**config.mk**
```make
export PLATFORM = sky130hd
export DESIGN_NAME = sha_queue
export DESIGN_NICKNAME = d
export VERILOG_FILES = /design/src/sha_pkg.sv /design/src/sha_queue.sv
export SDC_FILE = /design/constraint.sdc
export NUM_CORES = 1
export LEC_CHECK = 0
export BUFFER_PORTS_ARGS = -buffer_cell sky130_fd_sc_hd__buf_4
export CORE_AREA = 2 2 400 402
export DETAILED_ROUTE_END_ITERATION = 10
export DIE_AREA = 0 0 402 404
export RECOVER_POWER = 100
export REMOVE_ABC_BUFFERS = 1
export SLEW_MARGIN = 20
export SYNTH_ARGS = -nofsm -noshare
export SYNTH_HDL_FRONTEND = slang
export SYNTH_SLANG_ARGS = --single-unit
```
**constraint.sdc**
```tcl
create_clock -name clk -period 59.1 [get_ports clk]
set_input_delay 2.955 -clock clk [delete_from_list [all_inputs] [get_ports clk]]
set_output_delay 2.955 -clock clk [all_outputs]
set_load 0.005 [all_outputs]
```
**src/sha_pkg.sv**
```systemverilog
// Shared types, constants and round functions for the SHA-256 byte-stream hasher.
`default_nettype none
package sha_pkg;

    typedef struct packed {
        logic       mode;
        logic [7:0] data_byte;
    } in_item_t;

    typedef struct packed {
        logic [31:0] digest_word;
        logic [2:0]  word_index;
        logic        last_word;
    } out_item_t;

    localparam logic MODE_BYTE   = 1'b0;
    localparam logic MODE_FINISH = 1'b1;

    localparam logic [7:0] PAD_BYTE     = 8'h80;
    localparam logic [5:0] LEN_START    = 6'd56;

    // block command from the front part to the compression engine
    typedef struct packed {
        logic [511:0] block;
        logic         emit;
    } blk_cmd_t;

    localparam logic [255:0] INIT_HASH = {
        32'h6a09e667, 32'hbb67ae85, 32'h3c6ef372, 32'ha54ff53a,
        32'h510e527f, 32'h9b05688c, 32'h1f83d9ab, 32'h5be0cd19};

    function automatic logic [31:0] round_k(input logic [5:0] t);
        logic [31:0] k;
        case (t)
            6'd0: k = 32'h428a2f98; 6'd1: k = 32'h71374491; 6'd2: k = 32'hb5c0fbcf;
            6'd3: k = 32'he9b5dba5; 6'd4: k = 32'h3956c25b; 6'd5: k = 32'h59f111f1;
            6'd6: k = 32'h923f82a4; 6'd7: k = 32'hab1c5ed5; 6'd8: k = 32'hd807aa98;
            6'd9: k = 32'h12835b01; 6'd10: k = 32'h243185be; 6'd11: k = 32'h550c7dc3;
            6'd12: k = 32'h72be5d74; 6'd13: k = 32'h80deb1fe; 6'd14: k = 32'h9bdc06a7;
            6'd15: k = 32'hc19bf174; 6'd16: k = 32'he49b69c1; 6'd17: k = 32'hefbe4786;
            6'd18: k = 32'h0fc19dc6; 6'd19: k = 32'h240ca1cc; 6'd20: k = 32'h2de92c6f;
            6'd21: k = 32'h4a7484aa; 6'd22: k = 32'h5cb0a9dc; 6'd23: k = 32'h76f988da;
            6'd24: k = 32'h983e5152; 6'd25: k = 32'ha831c66d; 6'd26: k = 32'hb00327c8;
            6'd27: k = 32'hbf597fc7; 6'd28: k = 32'hc6e00bf3; 6'd29: k = 32'hd5a79147;
            6'd30: k = 32'h06ca6351; 6'd31: k = 32'h14292967; 6'd32: k = 32'h27b70a85;
            6'd33: k = 32'h2e1b2138; 6'd34: k = 32'h4d2c6dfc; 6'd35: k = 32'h53380d13;
            6'd36: k = 32'h650a7354; 6'd37: k = 32'h766a0abb; 6'd38: k = 32'h81c2c92e;
            6'd39: k = 32'h92722c85; 6'd40: k = 32'ha2bfe8a1; 6'd41: k = 32'ha81a664b;
            6'd42: k = 32'hc24b8b70; 6'd43: k = 32'hc76c51a3; 6'd44: k = 32'hd192e819;
            6'd45: k = 32'hd6990624; 6'd46: k = 32'hf40e3585; 6'd47: k = 32'h106aa070;
            6'd48: k = 32'h19a4c116; 6'd49: k = 32'h1e376c08; 6'd50: k = 32'h2748774c;
            6'd51: k = 32'h34b0bcb5; 6'd52: k = 32'h391c0cb3; 6'd53: k = 32'h4ed8aa4a;
            6'd54: k = 32'h5b9cca4f; 6'd55: k = 32'h682e6ff3; 6'd56: k = 32'h748f82ee;
            6'd57: k = 32'h78a5636f; 6'd58: k = 32'h84c87814; 6'd59: k = 32'h8cc70208;
            6'd60: k = 32'h90befffa; 6'd61: k = 32'ha4506ceb; 6'd62: k = 32'hbef9a3f7;
            default: k = 32'hc67178f2;
        endcase
        return k;
    endfunction

    function automatic logic [31:0] rotr(input logic [31:0] x, input int n);
        return (x >> n) | (x << (32 - n));
    endfunction

endpackage
`default_nettype wire

```
**src/sha_queue.sv**
```systemverilog
// Two-entry queue of block commands between front and engine.
`default_nettype none
module sha_queue (
    input  wire logic          clk,
    input  wire logic          rst_n,
    input  wire logic          wr_valid,
    output logic               wr_ready,
    input  sha_pkg::blk_cmd_t  wr_cmd,
    output logic               rd_valid,
    input  wire logic          rd_ready,
    output sha_pkg::blk_cmd_t  rd_cmd
);
    import sha_pkg::*;

    blk_cmd_t   mem_reg [2];
    logic       wp_reg, rp_reg;
    logic [1:0] cnt_reg;
    logic       push, pop;

    assign wr_ready = cnt_reg != 2'd2;
    assign rd_valid = cnt_reg != 2'd0;
    assign rd_cmd   = mem_reg[rp_reg];
    assign push     = wr_valid && wr_ready;
    assign pop      = rd_valid && rd_ready;

    always_ff @(posedge clk or negedge rst_n)
    begin
        if (!rst_n)
        begin
            wp_reg  <= 1'b0;
            rp_reg  <= 1'b0;
            cnt_reg <= '0;
        end
        else
        begin
            if (push)
                wp_reg <= !wp_reg;
            if (pop)
                rp_reg <= !rp_reg;
            cnt_reg <= cnt_reg + {1'b0, push} - {1'b0, pop};
        end
    end

    always_ff @(posedge clk)
    begin
        if (push)
            mem_reg[wp_reg] <= wr_cmd;
    end
endmodule
`default_nettype wire

```
==> run summary <==
Vias in the first global route -> 20200
Setup WS post-layout -> 41490 ps
Initial core utilization -> 24.8%
Synthesis-stage register bit count -> 1030
WL met3 -> 10100 um
Detailed-route wire length per cell -> 22.1 um
MaxCap Viol Count -> 21
PortBufs -> 1031
Drt pass-1 iters -> 5
Largest cells by area after synthesis -> edfxtp_1 79%, mux2_4 18%, mux2_2 1.5%
Power Dens Cells -> 48.4 nW/um2
Post-synthesis compound-gate area fraction -> 0.0606%
Simple-gate area share of the yosys netlist -> 0.150%
DP HPWL -> 79400 um
IR drop worst, VDD -> 31.8 uV
CTS Buf Count -> 108
Worst Skew -> 28.5 ps
Syn Inst Count -> 1618
Post-synth EDFFs -> 1026
Crit path launch type -> register
Die area -> 162000 um2
Post-Route M1 WL -> 38200 um
Yosys warns -> 0
Mapped cell area -> 39200 um2
Largest family of logic cells by synthesized area -> multiplexers
Hold_sp -> wp_reg
Gates resized, CTS repair -> 0
Die Wd -> 402 um
TritonCTS clock tree -> built
Clk sinks -> 1030
Final setup TNS -> 0 ps
CP Capture Type -> output pin
R2R Path Start -> cnt_reg[0]
Die H -> 404 um
Final setup fails -> 0
WP data required -> 56150 ps
RSZ-0062 raised after global routing -> no
CP arrival -> 14660 ps
Nets@finish -> 3239
Via/cell ratio -> 4.00
Dpl cells -> 4683
Vias -> 19600
# DRC -> 0
Min Tclk post-route -> 17610 ps
Main synth FF type -> edfxtp_1
R2R cell count -> 6
Failing checks -> max-capacitance violations, max-slew violations
DRT iter0 DRCs -> 1266
Clock Latency Late Sink -> 710 ps
Worst-path clk slew -> 60 ps
Initial antenna violation count -> 47
XOR/XNOR Fraction of Synth Area -> 0.0670%
Multiplexer share of the synthesized area -> 19.1%
Highest metal layer with signal wires -> met5
Pins Over Slew Limit -> 1578
Seq/Total Area, Yosys -> 78.8%
FF-to-FF setup slack -> 45180 ps
FF-to-FF End -> mem_reg[1][71]
Crit path from -> rp_reg
Crit path max fanout -> 101
Post-CTS setup buffers -> 0
Met2 WL -> 56400 um
Core area -> 158000 um2
Worst-Margin Slew -> 8380 ps
Asr flop ratio synth -> 0.388%
Status -> finished with violations
Final Hold Fails -> 0
First-pass GRT wire length -> 147000 um
Most frequent cell after synthesis -> edfxtp_1
Antenna-violating nets left -> 0
Peak Freq -> 0.0568 GHz
Share of post-route cells with drive strength above 1 -> 36.8%
Max_slew headroom -> -459%
Hold Path Class -> reg2reg
FP Rows -> 146
Pleak -> 17.5 nW
Non-Filler Instances -> 4900
Synth Area in Adders -> 0.0319%
Ports -> 1032
Area leader, netlist -> edfxtp_1
Final worst path period share -> 29.8%
Post-synth top area share -> 78.6%
Root Buffer Master -> clkbuf_16
Clock buffer depth -> 3
GRT Resource Usage Total -> 12.7%
Distinct cells, synth -> 20
Hold Path Depth -> 1
Post-Route WL -> 109000 um
Area grow syn2layout -> 27.2%
Kind of critical path -> reg2out
Worst slack, placed -> 50900 ps
Routability cong. -> 0.844
Largest net degree at the start of global routing -> 144
Grt ovf -> 0
CTS Hold Bufs -> 0
Syn avg cell area -> 24.2 um2
Top cells by count, synth -> 1026 x edfxtp_1, 460 x mux2_4, 53 x mux2_2
Largest register FFs -> 1026
H-Tree Depth -> 3
Hold Path Sink -> wp_reg
cell usage in the layout (no fill, tap or decap), drive strengths merged, types with 2 or more instances in the layout:
cell type  instances
clkinvlp           5
diode             26
nor2               3
clkinv            35
nand2              2
inv                5
buf              471
bufinv             3
dfrtp              4
edfxtp          1026
clkbuf           722
mux2             513
xnor2              3
final cells by class:
cell class / count / area [um2]
fillers: 15700 / 108000
flip-flops and latches: 1030 / 30900
repair buffers: 1050 / 7100
multi-input cells: 531 / 5940
clock buffers: 143 / 2900
well taps: 2072 / 2590
clock inverters: 48 / 389
diodes: 26 / 65.1
worst max-delay path, stage by stage, from the launching register on:
cell and delay, ps:
dfrtp_1 2050, clkbuf_1 4170, clkbuf_1 2410, clkbuf_1 1930, clkbuf_1 2390, mux2_2 490, clkbuf_4 140
worst max-delay path by stage:
stage | end | cells after the start
after floorplan | mem_reg[0][0] | 2
after global placement | rd_cmd[19] | 6
after detailed placement | rd_cmd[19] | 6
after CTS | rd_cmd[19] | 6
after global routing | rd_cmd[19] | 6
final | rd_cmd[19] | 6
metrics by stage:
stage	area [um2]	hold slack, ps	util [%]	power [mW]
after floorplan	38500	460	-	2.08
after global placement	49100	559	31.1	1.94
after detailed placement	49100	572	31.1	1.94
after CTS	52400	585	33.2	2.58
after global routing	49900	601	31.6	2.53
final	49900	574	31.6	2.41
power breakdown:
group	leakage (nW)	internal [mW]	total, mW	switching, mW
Sequential	9.59	1.03	1.08	0.0431
Clock	1.58	0.357	0.633	0.276
Combinational	6.36	0.341	0.703	0.362
per-layer routing:
layer  vias up  GRT usage (%)
met5         -              0
met4         8           5.94
met3       180           5.08
met2       741           22.2
met1      9915           13.3
li1       8743              -
logic make-up (layout without fill, tap and decap cells):
family / after synthesis / after routing
flops: 1030 / 1030
mux: 513 / 513
buf+inv: 57 / 1241
simple gates: 11 / 11
compound gates: 3 / 3
xor+xnor: 3 / 3
fa+ha+maj: 1 / 1
other cells: 0 / 26
No activity file was read; power rests on OpenSTA's default activity.
