$ cat config.mk
export PLATFORM = sky130hd
export DESIGN_NAME = sha_front
export DESIGN_NICKNAME = d
export VERILOG_FILES = /design/src/sha_pkg.sv /design/src/sha_front.sv
export SDC_FILE = /design/constraint.sdc
export NUM_CORES = 2
export LEC_CHECK = 0
export ABC_AREA = 1
export BUFFER_PORTS_ARGS = -buffer_cell sky130_fd_sc_hd__buf_2
export CORE_ASPECT_RATIO = 1.75
export CORE_MARGIN = 2
export CORE_UTILIZATION = 53
export DETAILED_ROUTE_END_ITERATION = 10
export PLACE_DENSITY = 0.8
export SYNTH_ARGS = -nofsm -noshare
export SYNTH_HDL_FRONTEND = slang
export SYNTH_SLANG_ARGS = --single-unit
$ cat constraint.sdc
create_clock -name clk -period 23.9 [get_ports clk]
set_input_delay 4.78 -clock clk [delete_from_list [all_inputs] [get_ports clk]]
set_output_delay 4.78 -clock clk [all_outputs]
set_load 0.01 [all_outputs]
$ cat src/sha_pkg.sv
// Shared types, constants and round functions for the SHA-256 byte-stream hasher.
`default_nettype none
package sha_pkg;

    typedef struct packed {
        logic       mode;
        logic [7:0] data_byte;
    } in_item_t;

    typedef struct packed {
        logic [31:0] digest_word;
        logic [2:0]  word_index;
        logic        last_word;
    } out_item_t;

    localparam logic MODE_BYTE   = 1'b0;
    localparam logic MODE_FINISH = 1'b1;

    localparam logic [7:0] PAD_BYTE     = 8'h80;
    localparam logic [5:0] LEN_START    = 6'd56;

    // block command from the front part to the compression engine
    typedef struct packed {
        logic [511:0] block;
        logic         emit;
    } blk_cmd_t;

    localparam logic [255:0] INIT_HASH = {
        32'h6a09e667, 32'hbb67ae85, 32'h3c6ef372, 32'ha54ff53a,
        32'h510e527f, 32'h9b05688c, 32'h1f83d9ab, 32'h5be0cd19};

    function automatic logic [31:0] round_k(input logic [5:0] t);
        logic [31:0] k;
        case (t)
            6'd0: k = 32'h428a2f98; 6'd1: k = 32'h71374491; 6'd2: k = 32'hb5c0fbcf;
            6'd3: k = 32'he9b5dba5; 6'd4: k = 32'h3956c25b; 6'd5: k = 32'h59f111f1;
            6'd6: k = 32'h923f82a4; 6'd7: k = 32'hab1c5ed5; 6'd8: k = 32'hd807aa98;
            6'd9: k = 32'h12835b01; 6'd10: k = 32'h243185be; 6'd11: k = 32'h550c7dc3;
            6'd12: k = 32'h72be5d74; 6'd13: k = 32'h80deb1fe; 6'd14: k = 32'h9bdc06a7;
            6'd15: k = 32'hc19bf174; 6'd16: k = 32'he49b69c1; 6'd17: k = 32'hefbe4786;
            6'd18: k = 32'h0fc19dc6; 6'd19: k = 32'h240ca1cc; 6'd20: k = 32'h2de92c6f;
            6'd21: k = 32'h4a7484aa; 6'd22: k = 32'h5cb0a9dc; 6'd23: k = 32'h76f988da;
            6'd24: k = 32'h983e5152; 6'd25: k = 32'ha831c66d; 6'd26: k = 32'hb00327c8;
            6'd27: k = 32'hbf597fc7; 6'd28: k = 32'hc6e00bf3; 6'd29: k = 32'hd5a79147;
            6'd30: k = 32'h06ca6351; 6'd31: k = 32'h14292967; 6'd32: k = 32'h27b70a85;
            6'd33: k = 32'h2e1b2138; 6'd34: k = 32'h4d2c6dfc; 6'd35: k = 32'h53380d13;
            6'd36: k = 32'h650a7354; 6'd37: k = 32'h766a0abb; 6'd38: k = 32'h81c2c92e;
            6'd39: k = 32'h92722c85; 6'd40: k = 32'ha2bfe8a1; 6'd41: k = 32'ha81a664b;
            6'd42: k = 32'hc24b8b70; 6'd43: k = 32'hc76c51a3; 6'd44: k = 32'hd192e819;
            6'd45: k = 32'hd6990624; 6'd46: k = 32'hf40e3585; 6'd47: k = 32'h106aa070;
            6'd48: k = 32'h19a4c116; 6'd49: k = 32'h1e376c08; 6'd50: k = 32'h2748774c;
            6'd51: k = 32'h34b0bcb5; 6'd52: k = 32'h391c0cb3; 6'd53: k = 32'h4ed8aa4a;
            6'd54: k = 32'h5b9cca4f; 6'd55: k = 32'h682e6ff3; 6'd56: k = 32'h748f82ee;
            6'd57: k = 32'h78a5636f; 6'd58: k = 32'h84c87814; 6'd59: k = 32'h8cc70208;
            6'd60: k = 32'h90befffa; 6'd61: k = 32'ha4506ceb; 6'd62: k = 32'hbef9a3f7;
            default: k = 32'hc67178f2;
        endcase
        return k;
    endfunction

    function automatic logic [31:0] rotr(input logic [31:0] x, input int n);
        return (x >> n) | (x << (32 - n));
    endfunction

endpackage
`default_nettype wire

$ cat src/sha_front.sv
// Front part: packs bytes into blocks, builds padding blocks, issues block commands.
`default_nettype none
module sha_front (
    input  wire logic            clk,
    input  wire logic            rst_n,
    input  wire logic            in_valid,
    output logic                 in_ready,
    input  sha_pkg::in_item_t    in_item,
    output logic                 cmd_valid,
    input  wire logic            cmd_ready,
    output sha_pkg::blk_cmd_t    cmd
);
    import sha_pkg::*;

    typedef enum logic [2:0] {
        ST_TAKE = 3'b001,
        ST_PAD  = 3'b010,
        ST_LEN  = 3'b100
    } st_t;

    st_t          st_reg, st_next;
    logic [511:0] buf_reg, buf_next;
    logic [5:0]   fill_reg, fill_next;
    logic [60:0]  count_reg, count_next;
    logic         cvalid_reg, cvalid_next;
    blk_cmd_t     cmd_reg, cmd_next;
    logic [511:0] padded;
    logic [63:0]  bits;

    assign in_ready  = (st_reg == ST_TAKE) && !cvalid_reg;
    assign cmd_valid = cvalid_reg;
    assign cmd       = cmd_reg;
    assign bits      = {count_reg, 3'b000};

    // buffer with byte at fill position set to 0x80 and later bytes zeroed
    always_comb
    begin
        padded = buf_reg;
        for (int i = 0; i < 64; i++)
        begin
            if (i == int'(fill_reg))
                padded[511 - 8*i -: 8] = PAD_BYTE;
            else if (i > int'(fill_reg))
                padded[511 - 8*i -: 8] = 8'h00;
        end
    end

    always_comb
    begin
        st_next     = st_reg;
        buf_next    = buf_reg;
        fill_next   = fill_reg;
        count_next  = count_reg;
        cvalid_next = cvalid_reg && !cmd_ready;
        cmd_next    = cmd_reg;
        case (st_reg)
            ST_TAKE:
            begin
                if (in_valid && in_ready)
                begin
                    if (in_item.mode == MODE_BYTE)
                    begin
                        buf_next[511 - 8*fill_reg -: 8] = in_item.data_byte;
                        fill_next  = fill_reg + 6'd1;
                        count_next = count_reg + 61'd1;
                        if (fill_reg == 6'd63)
                        begin
                            cmd_next.block = buf_next;
                            cmd_next.emit  = 1'b0;
                            cvalid_next    = 1'b1;
                        end
                    end
                    else
                        st_next = ST_PAD;
                end
            end
            ST_PAD:
            begin
                if (!cvalid_reg)
                begin
                    if (fill_reg < LEN_START)
                    begin
                        cmd_next.block = {padded[511:64], bits};
                        cmd_next.emit  = 1'b1;
                        cvalid_next    = 1'b1;
                        st_next        = ST_TAKE;
                        fill_next      = '0;
                        count_next     = '0;
                    end
                    else
                    begin
                        cmd_next.block = padded;
                        cmd_next.emit  = 1'b0;
                        cvalid_next    = 1'b1;
                        st_next        = ST_LEN;
                    end
                end
            end
            ST_LEN:
            begin
                if (!cvalid_reg)
                begin
                    cmd_next.block = {448'd0, bits};
                    cmd_next.emit  = 1'b1;
                    cvalid_next    = 1'b1;
                    st_next        = ST_TAKE;
                    fill_next      = '0;
                    count_next     = '0;
                end
            end
            default: st_next = ST_TAKE;
        endcase
    end

    always_ff @(posedge clk or negedge rst_n)
    begin
        if (!rst_n)
        begin
            st_reg     <= ST_TAKE;
            fill_reg   <= '0;
            count_reg  <= '0;
            cvalid_reg <= 1'b0;
        end
        else
        begin
            st_reg     <= st_next;
            fill_reg   <= fill_next;
            count_reg  <= count_next;
            cvalid_reg <= cvalid_next;
        end
    end

    always_ff @(posedge clk)
    begin
        buf_reg <= buf_next;
        cmd_reg <= cmd_next;
    end
endmodule
`default_nettype wire

==> flow_summary.json <==
{
  "power_density_nw_per_um2": 108,
  "ctsResizeCount": 0,
  "first_iter_violations": 5676,
  "synth_seq_cells": 1096,
  "portBuffers": 527,
  "ys.flop_type": "edfxtp_1",
  "grt.overflow.total": 0,
  "post-route-util": 0.604,
  "h-tree-depth": 3,
  "synth_seq_area_share": 0.658,
  "synth_top_area_share": 0.622,
  "power.switching_mw": 2.19,
  "finalSetupViolCount": 0,
  "antenna_found_initial": 15,
  "nets": 5215,
  "cts_made_buffers": 95,
  "maxSlewHeadroom": 0.115,
  "die_w_um": 235,
  "cts.sinks": 1096,
  "dieArea_um2": 95900,
  "status": "finished clean",
  "dr.pass1.iters": 7,
  "drive_above_1_share": 0.156,
  "p_leak_nw": 22.4,
  "skew_ps": 24.7,
  "rsz0062_at_grt": "no",
  "largest_reg_flops": 513,
  "start_util": 0.533,
  "syn_area_um2": 49500,
  "avgRoutedWirePerCell_um": 25.8,
  "fill_cells": 7452,
  "critPathArrivalTime_ps": 7920,
  "critPathLaunchType": "primary input",
  "synthTopCellsByArea": "edfxtp_1 62%, nand2_1 9.3%, o21ai_0 5.9%, dfrtp_1 3.5%, inv_1 3.0%",
  "yosysWarningCount": 0,
  "setup_tns_ps": 0,
  "max-cap-violations": 0,
  "cts.root.buffer_cell": "clkbuf_16",
  "ir_drop_mv": 0.100,
  "min_period_ps": 7600,
  "p_clk_frac": 0.257,
  "viasPerCell": 6.12,
  "path_clk_slew_ps": 70,
  "place_ws_ps": 15730,
  "grt_pass1_vias": 36900,
  "std_cell_rows": 148,
  "pwr-share-comb": 0.275,
  "avgSynthCellArea_um2": 10.4,
  "cts_max_path_buffers": 3,
  "route.detailed.drc": 0,
  "async_reset_ff_frac": 0.0648,
  "grt_pass1_wl_um": 239000,
  "holdBufCountCts": 0,
  "path_max_fanout": 83,
  "synth_edf_count": 1025,
  "syn_nets": 4766,
  "grt_usage": 0.339,
  "swShare": 0.361,
  "cts_setup_buffers": 0,
  "synth_cells": 4745,
  "synthToLayoutAreaGrowth_pct": 13.2,
  "synth_top_area_cell": "edfxtp_1",
  "ant_nets": 0,
  "vias": 39600,
  "grt_max_degree": 196,
  "drv_slew": 0,
  "ios": 528,
  "drt-total-wl_um": 167000,
  "clock_latency_ps": 720,
  "period_share": 0.318,
  "dp_hpwl_um": 118000,
  "cts_tree": "built",
  "internal-power_mw": 3.88,
  "layout_setup_ws_ps": 16300,
  "core_area_um2": 92800,
  "hold_viol_final": 0,
  "die_y_um": 408,
  "tightest_slew_ps": 1320,
  "gp_congestion": 0.989,
  "fmax_mhz": 132,
  "hold_class": "reg2reg",
  "end_kind": "flip-flop",
  "power_frac_seq": 0.468,
  "required_ps": 24220,
  "synth_cell_types": 57,
  "critPathKind": "in2reg"
}
-- synth_stat cells, types with 3 or more instances --
library cell,number
nand2_1,1226
edfxtp_1,1025
o21ai_0,588
inv_1,399
nor2_1,366
a21oi_1,168
o21ai_1,132
nand3_1,125
clkbuf_1,86
buf_2,77
dfrtp_1,70
o31ai_1,64
a22o_1,48
o22ai_1,33
a32o_1,29
inv_2,24
nor2_2,24
o211ai_1,24
nor2_4,23
buf_1,21
nand4_1,21
nor3_1,21
o221ai_1,14
buf_4,13
o21ai_2,13
or2_2,12
buf_6,11
nand2_2,9
o21a_1,9
ha_1,8
o21bai_1,8
a31oi_1,6
nand2_4,6
xor2_1,6
a21o_1,3
a21oi_2,3
and2_1,3
clkinv_1,3
-- kinds of logic after synthesis --
family / count (synthesis) / share of synthesized area
compound gates: 1154 / 0.133
xor+xnor: 6 / 0.00106
fa+ha+maj: 8 / 0.00202
buf+inv: 636 / 0.0530
flops: 1096 / 0.658
mux: 1 / 0.000228
simple gates: 1844 / 0.153
-- worst paths after layout --
check	startpoint	slack [ps]	depth (start not counted)	end
setup / recovery	in_valid	16300	6	buf_reg[414]
setup reg to reg	fill_reg[0]	18690	9	cmd[409]
max in group asynchronous	rst_n	18760	2	count_reg[9]
min in group asynchronous	rst_n	4310	2	count_reg[24]
hold / removal	count_reg[60]	530	2	count_reg[60]
hold reg to reg	count_reg[60]	530	2	count_reg[60]
-- area by class of cell --
class                   count  area, µm²  area share
clock buffers             120       2520      0.0450
multi-input cells        3013      14300       0.256
diodes                      5       12.5    0.000223
inverters                 428       1620      0.0290
clock inverters            56        547     0.00976
repair buffers            560       2910      0.0520
well taps                1200       1500      0.0268
flip-flops and latches   1096      32600       0.581
-- worst max-delay path: stages --
cell and delay, ps:
buf_2 100, nand2_1 90, nor2_4 120, buf_4 820, buf_4 870, buf_4 950
-- cell usage in the layout (no fill, tap or decap), drive strengths merged, types with 38 or more instances in the layout --
cell type,instances
a21oi,171
a22o,48
buf,560
clkbuf,120
clkinv,38
dfrtp,70
edfxtp,1025
inv,429
nand2,1241
nand3,127
nor2,415
o21ai,733
o31ai,64
-- power by group through the flow --
stage | registers, mW | logic [mW] | clock network [mW]
final | 2.84 | 1.67 | 1.56
after global routing | 2.87 | 1.77 | 1.63
after CTS | 2.84 | 1.63 | 1.57
after detailed placement | 2.87 | 1.62 | 0
after global placement | 2.87 | 1.59 | 0
after floorplan | 3.10 | 0.857 | 0
-- layer usage --
| metal | wire length, µm | global-route usage | part of all wire |
|---|---|---|---|
| met1 | 57100 | 0.412 | 0.34 |
| met2 | 77000 | 0.535 | 0.46 |
| met3 | 17500 | 0.0623 | 0.10 |
| met4 | 15500 | 0.268 | 0.092 |
| met5 | 77 | 0 | 0.00046 |
-- stage by stage --
step | hold slack, ps | instances | total power [mW] | area, µm²
final | 529 | 6478 | 6.07 | 56000
after global routing | 550 | 6473 | 6.27 | 56000
after CTS | 517 | 6473 | 6.04 | 56000
after detailed placement | 501 | 6297 | 4.50 | 52900
after global placement | 490 | 6297 | 4.46 | 52900
after floorplan | 472 | 4745 | 3.96 | 49500
(Power assumes the default switching activity.)
