**src/sha_pkg.sv**
```systemverilog
// Shared types, constants and round functions for the SHA-256 byte-stream hasher.
`default_nettype none
package sha_pkg;

    typedef struct packed {
        logic       mode;
        logic [7:0] data_byte;
    } in_item_t;

    typedef struct packed {
        logic [31:0] digest_word;
        logic [2:0]  word_index;
        logic        last_word;
    } out_item_t;

    localparam logic MODE_BYTE   = 1'b0;
    localparam logic MODE_FINISH = 1'b1;

    localparam logic [7:0] PAD_BYTE     = 8'h80;
    localparam logic [5:0] LEN_START    = 6'd56;

    // block command from the front part to the compression engine
    typedef struct packed {
        logic [511:0] block;
        logic         emit;
    } blk_cmd_t;

    localparam logic [255:0] INIT_HASH = {
        32'h6a09e667, 32'hbb67ae85, 32'h3c6ef372, 32'ha54ff53a,
        32'h510e527f, 32'h9b05688c, 32'h1f83d9ab, 32'h5be0cd19};

    function automatic logic [31:0] round_k(input logic [5:0] t);
        logic [31:0] k;
        case (t)
            6'd0: k = 32'h428a2f98; 6'd1: k = 32'h71374491; 6'd2: k = 32'hb5c0fbcf;
            6'd3: k = 32'he9b5dba5; 6'd4: k = 32'h3956c25b; 6'd5: k = 32'h59f111f1;
            6'd6: k = 32'h923f82a4; 6'd7: k = 32'hab1c5ed5; 6'd8: k = 32'hd807aa98;
            6'd9: k = 32'h12835b01; 6'd10: k = 32'h243185be; 6'd11: k = 32'h550c7dc3;
            6'd12: k = 32'h72be5d74; 6'd13: k = 32'h80deb1fe; 6'd14: k = 32'h9bdc06a7;
            6'd15: k = 32'hc19bf174; 6'd16: k = 32'he49b69c1; 6'd17: k = 32'hefbe4786;
            6'd18: k = 32'h0fc19dc6; 6'd19: k = 32'h240ca1cc; 6'd20: k = 32'h2de92c6f;
            6'd21: k = 32'h4a7484aa; 6'd22: k = 32'h5cb0a9dc; 6'd23: k = 32'h76f988da;
            6'd24: k = 32'h983e5152; 6'd25: k = 32'ha831c66d; 6'd26: k = 32'hb00327c8;
            6'd27: k = 32'hbf597fc7; 6'd28: k = 32'hc6e00bf3; 6'd29: k = 32'hd5a79147;
            6'd30: k = 32'h06ca6351; 6'd31: k = 32'h14292967; 6'd32: k = 32'h27b70a85;
            6'd33: k = 32'h2e1b2138; 6'd34: k = 32'h4d2c6dfc; 6'd35: k = 32'h53380d13;
            6'd36: k = 32'h650a7354; 6'd37: k = 32'h766a0abb; 6'd38: k = 32'h81c2c92e;
            6'd39: k = 32'h92722c85; 6'd40: k = 32'ha2bfe8a1; 6'd41: k = 32'ha81a664b;
            6'd42: k = 32'hc24b8b70; 6'd43: k = 32'hc76c51a3; 6'd44: k = 32'hd192e819;
            6'd45: k = 32'hd6990624; 6'd46: k = 32'hf40e3585; 6'd47: k = 32'h106aa070;
            6'd48: k = 32'h19a4c116; 6'd49: k = 32'h1e376c08; 6'd50: k = 32'h2748774c;
            6'd51: k = 32'h34b0bcb5; 6'd52: k = 32'h391c0cb3; 6'd53: k = 32'h4ed8aa4a;
            6'd54: k = 32'h5b9cca4f; 6'd55: k = 32'h682e6ff3; 6'd56: k = 32'h748f82ee;
            6'd57: k = 32'h78a5636f; 6'd58: k = 32'h84c87814; 6'd59: k = 32'h8cc70208;
            6'd60: k = 32'h90befffa; 6'd61: k = 32'ha4506ceb; 6'd62: k = 32'hbef9a3f7;
            default: k = 32'hc67178f2;
        endcase
        return k;
    endfunction

    function automatic logic [31:0] rotr(input logic [31:0] x, input int n);
        return (x >> n) | (x << (32 - n));
    endfunction

endpackage
`default_nettype wire

```
**src/sha_engine.sv**
```systemverilog
// Back part: 64-round compression, one round per cycle, and digest word output.
`default_nettype none
module sha_engine (
    input  wire logic          clk,
    input  wire logic          rst_n,
    input  wire logic          cmd_valid,
    output logic               cmd_ready,
    input  sha_pkg::blk_cmd_t  cmd,
    output logic               out_valid,
    input  wire logic          out_ready,
    output sha_pkg::out_item_t out_item
);
    import sha_pkg::*;

    typedef enum logic [3:0] {
        ST_IDLE  = 4'b0001,
        ST_ROUND = 4'b0010,
        ST_FOLD  = 4'b0100,
        ST_EMIT  = 4'b1000
    } st_t;

    st_t          st_reg;
    logic [5:0]   t_reg;
    logic [2:0]   idx_reg;
    logic         emit_reg;
    logic         ovalid_reg;
    out_item_t    oitem_reg;
    logic [255:0] chain_reg;
    logic [511:0] w_reg;
    logic [31:0]  v_reg [8];

    logic [31:0] w0, w1, w9, w14, s0, s1, wnew, e, a, t1, t2;

    assign w0  = w_reg[511 -: 32];
    assign w1  = w_reg[479 -: 32];
    assign w9  = w_reg[223 -: 32];
    assign w14 = w_reg[63 -: 32];
    assign s0  = rotr(w1, 7) ^ rotr(w1, 18) ^ (w1 >> 3);
    assign s1  = rotr(w14, 17) ^ rotr(w14, 19) ^ (w14 >> 10);
    assign wnew = w0 + s0 + w9 + s1;
    assign a   = v_reg[0];
    assign e   = v_reg[4];
    assign t1  = v_reg[7] + (rotr(e, 6) ^ rotr(e, 11) ^ rotr(e, 25))
               + ((e & v_reg[5]) ^ (~e & v_reg[6])) + round_k(t_reg) + w0;
    assign t2  = (rotr(a, 2) ^ rotr(a, 13) ^ rotr(a, 22))
               + ((a & v_reg[1]) ^ (a & v_reg[2]) ^ (v_reg[1] & v_reg[2]));

    assign cmd_ready = (st_reg == ST_IDLE);
    assign out_valid = ovalid_reg;
    assign out_item  = oitem_reg;

    always_ff @(posedge clk or negedge rst_n)
    begin
        if (!rst_n)
        begin
            st_reg     <= ST_IDLE;
            t_reg      <= '0;
            idx_reg    <= '0;
            ovalid_reg <= 1'b0;
            chain_reg  <= INIT_HASH;
        end
        else
        begin
            if (ovalid_reg && out_ready)
                ovalid_reg <= 1'b0;
            case (st_reg)
                ST_IDLE:
                    if (cmd_valid)
                    begin
                        st_reg <= ST_ROUND;
                        t_reg  <= '0;
                    end
                ST_ROUND:
                begin
                    t_reg <= t_reg + 6'd1;
                    if (t_reg == 6'd63)
                        st_reg <= ST_FOLD;
                end
                ST_FOLD:
                begin
                    for (int i = 0; i < 8; i++)
                        chain_reg[255 - 32*i -: 32] <= chain_reg[255 - 32*i -: 32] + v_reg[i];
                    idx_reg <= '0;
                    st_reg  <= emit_reg ? ST_EMIT : ST_IDLE;
                end
                ST_EMIT:
                    if (!ovalid_reg || out_ready)
                    begin
                        ovalid_reg <= 1'b1;
                        idx_reg    <= idx_reg + 3'd1;
                        if (idx_reg == 3'd7)
                        begin
                            st_reg    <= ST_IDLE;
                            chain_reg <= INIT_HASH;
                        end
                    end
                default: st_reg <= ST_IDLE;
            endcase
        end
    end

    always_ff @(posedge clk)
    begin
        if (st_reg == ST_IDLE && cmd_valid)
        begin
            w_reg    <= cmd.block;
            emit_reg <= cmd.emit;
            for (int i = 0; i < 8; i++)
                v_reg[i] <= chain_reg[255 - 32*i -: 32];
        end
        else if (st_reg == ST_ROUND)
        begin
            // window shifts left; new schedule word enters at the tail
            w_reg    <= {w_reg[479:0], wnew};
            v_reg[7] <= v_reg[6];
            v_reg[6] <= v_reg[5];
            v_reg[5] <= v_reg[4];
            v_reg[4] <= v_reg[3] + t1;
            v_reg[3] <= v_reg[2];
            v_reg[2] <= v_reg[1];
            v_reg[1] <= v_reg[0];
            v_reg[0] <= t1 + t2;
        end
        if (st_reg == ST_EMIT && (!ovalid_reg || out_ready))
        begin
            oitem_reg.digest_word <= chain_reg[255 - 32*idx_reg -: 32];
            oitem_reg.word_index  <= idx_reg;
            oitem_reg.last_word   <= (idx_reg == 3'd7);
        end
    end
endmodule
`default_nettype wire

```
**config.mk**
```make
export PLATFORM = sky130hd
export DESIGN_NAME = sha_engine
export DESIGN_NICKNAME = d
export VERILOG_FILES = /design/src/sha_pkg.sv /design/src/sha_engine.sv
export SDC_FILE = /design/constraint.sdc
export NUM_CORES = 2
export LEC_CHECK = 0
export BUFFER_PORTS_ARGS = -buffer_cell sky130_fd_sc_hd__buf_4
export CAP_MARGIN = 20
export CORE_AREA = 2 2 312 437
export DETAILED_ROUTE_END_ITERATION = 10
export DIE_AREA = 0 0 314 439
export PLACE_DENSITY = 0.74
export REMOVE_ABC_BUFFERS = 1
export SYNTH_ARGS = -nofsm -noshare
export SYNTH_HDL_FRONTEND = slang
export SYNTH_SLANG_ARGS = --single-unit
```
**constraint.sdc**
```tcl
create_clock -name clk -period 38 [get_ports clk]
set_input_delay 5.7 -clock clk [delete_from_list [all_inputs] [get_ports clk]]
set_output_delay 5.7 -clock clk [all_outputs]
set_load 0.005 [all_outputs]
```
==> out/metrics.yaml <==
dp_slack_ns: 26.84
relSlewSlack_pct: 18.2
synth_seq_area_share_pct: 42.4
hold_violations: 0
final_nets: 9434
setup_viol_count_final: 0
drive_above_1_share_pct: 13.3
die_y_um: 439
ys_types: 91
fill_cells: 11325
grt_antenna_before_repair: 27
yosys-top-cells-count: "nand2_1, edfxtp_1, o21ai_0, a21oi_1, inv_1"
synth-compound-area-share_pct: 13.7
yosys.area.top_type_share_pct: 33.0
grt_pass1_wl_mm: 394
yosysTopAreaCell: "edfxtp_1"
period_share_pct: 27.6
status: "complete, no violations"
initial_core_util_pct: 54.7
cts_tree: "yes"
rsz0062_at_grt: "false"
worstSkewPairLatency_ns: 0.80
cts_num_sinks: 1075
yosys_warnings: 0
max_cap_viol_count: 0
syn_area_per_cell_um2: 9.20
first_pass_iters: 6
cp_slowest_cell: "buf_4"
stdcell_area_um2: 82500
fin_worst_skew_ns: 0.0401
drtIter0Drc: 5791
root_buffer: "clkbuf_16"
first_global_vias: 61774
synth-adder-area-share_pct: 12.1
tns_ns: 0
netlist_area_um2: 73300
async_flop_share_pct: 25.1
die_w_um: 314
rows: 159
cts_resized: 0
syn_inst: 7964
min_period_ns: 10.48
placed_area_um2: 79000
cp_top_family: "buffers and inverters"
hold_class: "reg -> reg"
cp_num_buf_inv: 6
cp_common_cell: "buf_4"
cp_data_required_time_ns: 38.39
maxSlewViolCount: 0
via_per_inst: 6.03
synth_mux_area_share_pct: 3.18
wirelength_mm: 272
cts-buffers-inserted: 109
yosysMostFrequentCell: "nand2_1"
vias: 61575
startpoint_type: "input port"
crit_fanout: 189
crit_path_max_incr_delay_ns: 0.96
synthSimpleGateAreaFrac_pct: 17.4
synth-edff-count: 805
setup_ws_ns: 27.52
path_class: "in -> reg"
clockBufferDepth: 3
worst_slew_pin_slew_ns: 1.23
clock_tree.htree_level_count: 3
wl_per_cell_um: 26.6
grt_usage_pct: 39.0
pin_count: 555
largest_reg_flops: 512
drt.antenna.violating_nets: 0
synth_ff_type: "edfxtp_1"
whs_ns: 0.499
dp_hpwl_mm: 207
area_growth_pct: 12.5
grt_max_degree: 190
post_cts_buffers: 0
postCtsHoldBufs: 0
fmax_mhz: 95.4
cts.clk_slew.worst_paths_ns: 0.06
ys_ff_latch: 1075
crit_chain: "buf_4 > nand2_4 > inv_8 > nor2_1 > inv_8 > buf_12 > buf_4 > buf_4"
coreArea_um2: 134000
synth_top_family_by_area: "simple AND/OR/NAND/NOR gates"
gp_congestion: 1.04
grt_overflow_total: 0
netlist_top_cells_area: "edfxtp_1, nand2_1, ha_1"
drcViolationCount: 0
dieArea_um2: 138000
portBuffers: 554
synth-xor-area-share_pct: 6.88
arrival_ns: 10.87
end_kind: "register"
per-layer routing:
metal  vias to the layer above  track usage (%)  part of all wire, %
li1                      28031                -                    -
met1                     29823             42.1                   34
met2                      2849             65.9                   49
met3                       856             6.63                  7.1
met5                         -                0                0.042
met4                        16             34.6                   10
final cells by class:
class / instances / area (um2) / area share, %
Tap cell: 1771 / 2220 / 2.69
Clock buffer: 150 / 3010 / 3.65
Antenna cell: 18 / 45.0 / 0.0546
Multi-Input combinational cell: 6058 / 39100 / 47.4
Inverter: 441 / 1670 / 2.03
Timing Repair Buffer: 642 / 4880 / 5.92
Clock inverter: 51 / 407 / 0.493
Sequential cell: 1075 / 31100 / 37.7
cells by family after synthesis:
logic type	count (synthesis)
xor+xnor	574
fa+ha+maj	594
buf+inv	831
compound gates	1621
mux	139
flops	1075
simple gates	3130
path summary, 6_finish.rpt:
| check | endpoint | from | slack (ns) | cells after the start |
|---|---|---|---|---|
| worst max-delay path | w_reg[174]$_DFFE_PP_ | cmd_valid | 27.52 | 8 |
| worst min-delay path | w_reg[196]$_DFFE_PP_ | w_reg[164]$_DFFE_PP_ | 0.50 | 2 |
| worst max register to register | v_reg[0][30]$_DFFE_PP_ | t_reg[2]$_DFFE_PN0P_ | 27.68 | 35 |
| worst min register to register | w_reg[196]$_DFFE_PP_ | w_reg[164]$_DFFE_PP_ | 0.50 | 2 |
| max in group asynchronous | t_reg[5]$_DFFE_PN0P_ | rst_n | 30.72 | 3 |
| min in group asynchronous | chain_reg[163]$_DFFE_PN0P_ | rst_n | 4.96 | 1 |
worst reg2reg max path, delay by kind of cell (launching register included):
| kind | cells | cell delay (ns) |
|---|---|---|
| compound gates | 15 | 4.18 |
| xor+xnor | 2 | 0.32 |
| fa+ha+maj | 6 | 2.56 |
| buf+inv | 5 | 1.48 |
| flops | 1 | 0.36 |
| simple gates | 7 | 1.13 |
per-stage QoR:
step	std cells	utilization, %
final	10206	61.6
after global routing	10201	61.6
after CTS	10186	61.5
after detailed placement	9985	59.0
after global placement	9983	59.0
after floorplan	7574	-
placed cells by master (no fill, tap or decap), drive strengths merged, types with 29 or more instances in the layout:
cell / Yosys / final
xnor2: 326 / 326
a31oi: 53 / 53
ha: 395 / 395
a21o: 181 / 181
o21ai: 476 / 476
fa: 195 / 195
xor2: 247 / 247
mux2: 52 / 52
nand2b: 70 / 70
nor2: 340 / 340
edfxtp: 805 / 805
dfstp: 137 / 137
and3: 38 / 38
o211ai: 41 / 41
nand2: 2351 / 2351
o21a: 64 / 64
nor2b: 56 / 56
mux4: 70 / 70
a211oi: 53 / 53
nand3: 73 / 73
o31ai: 41 / 41
clkinv: 2 / 40
dfrtp: 133 / 133
buf: 38 / 641
or3: 29 / 29
clkbuf: 352 / 151
o21bai: 32 / 32
nor3: 73 / 73
inv: 439 / 444
a21oi: 472 / 472
Power is left out: the tool's default activity adds up to more than one toggle a clock period on the data nets, which glitch-free logic cannot reach.
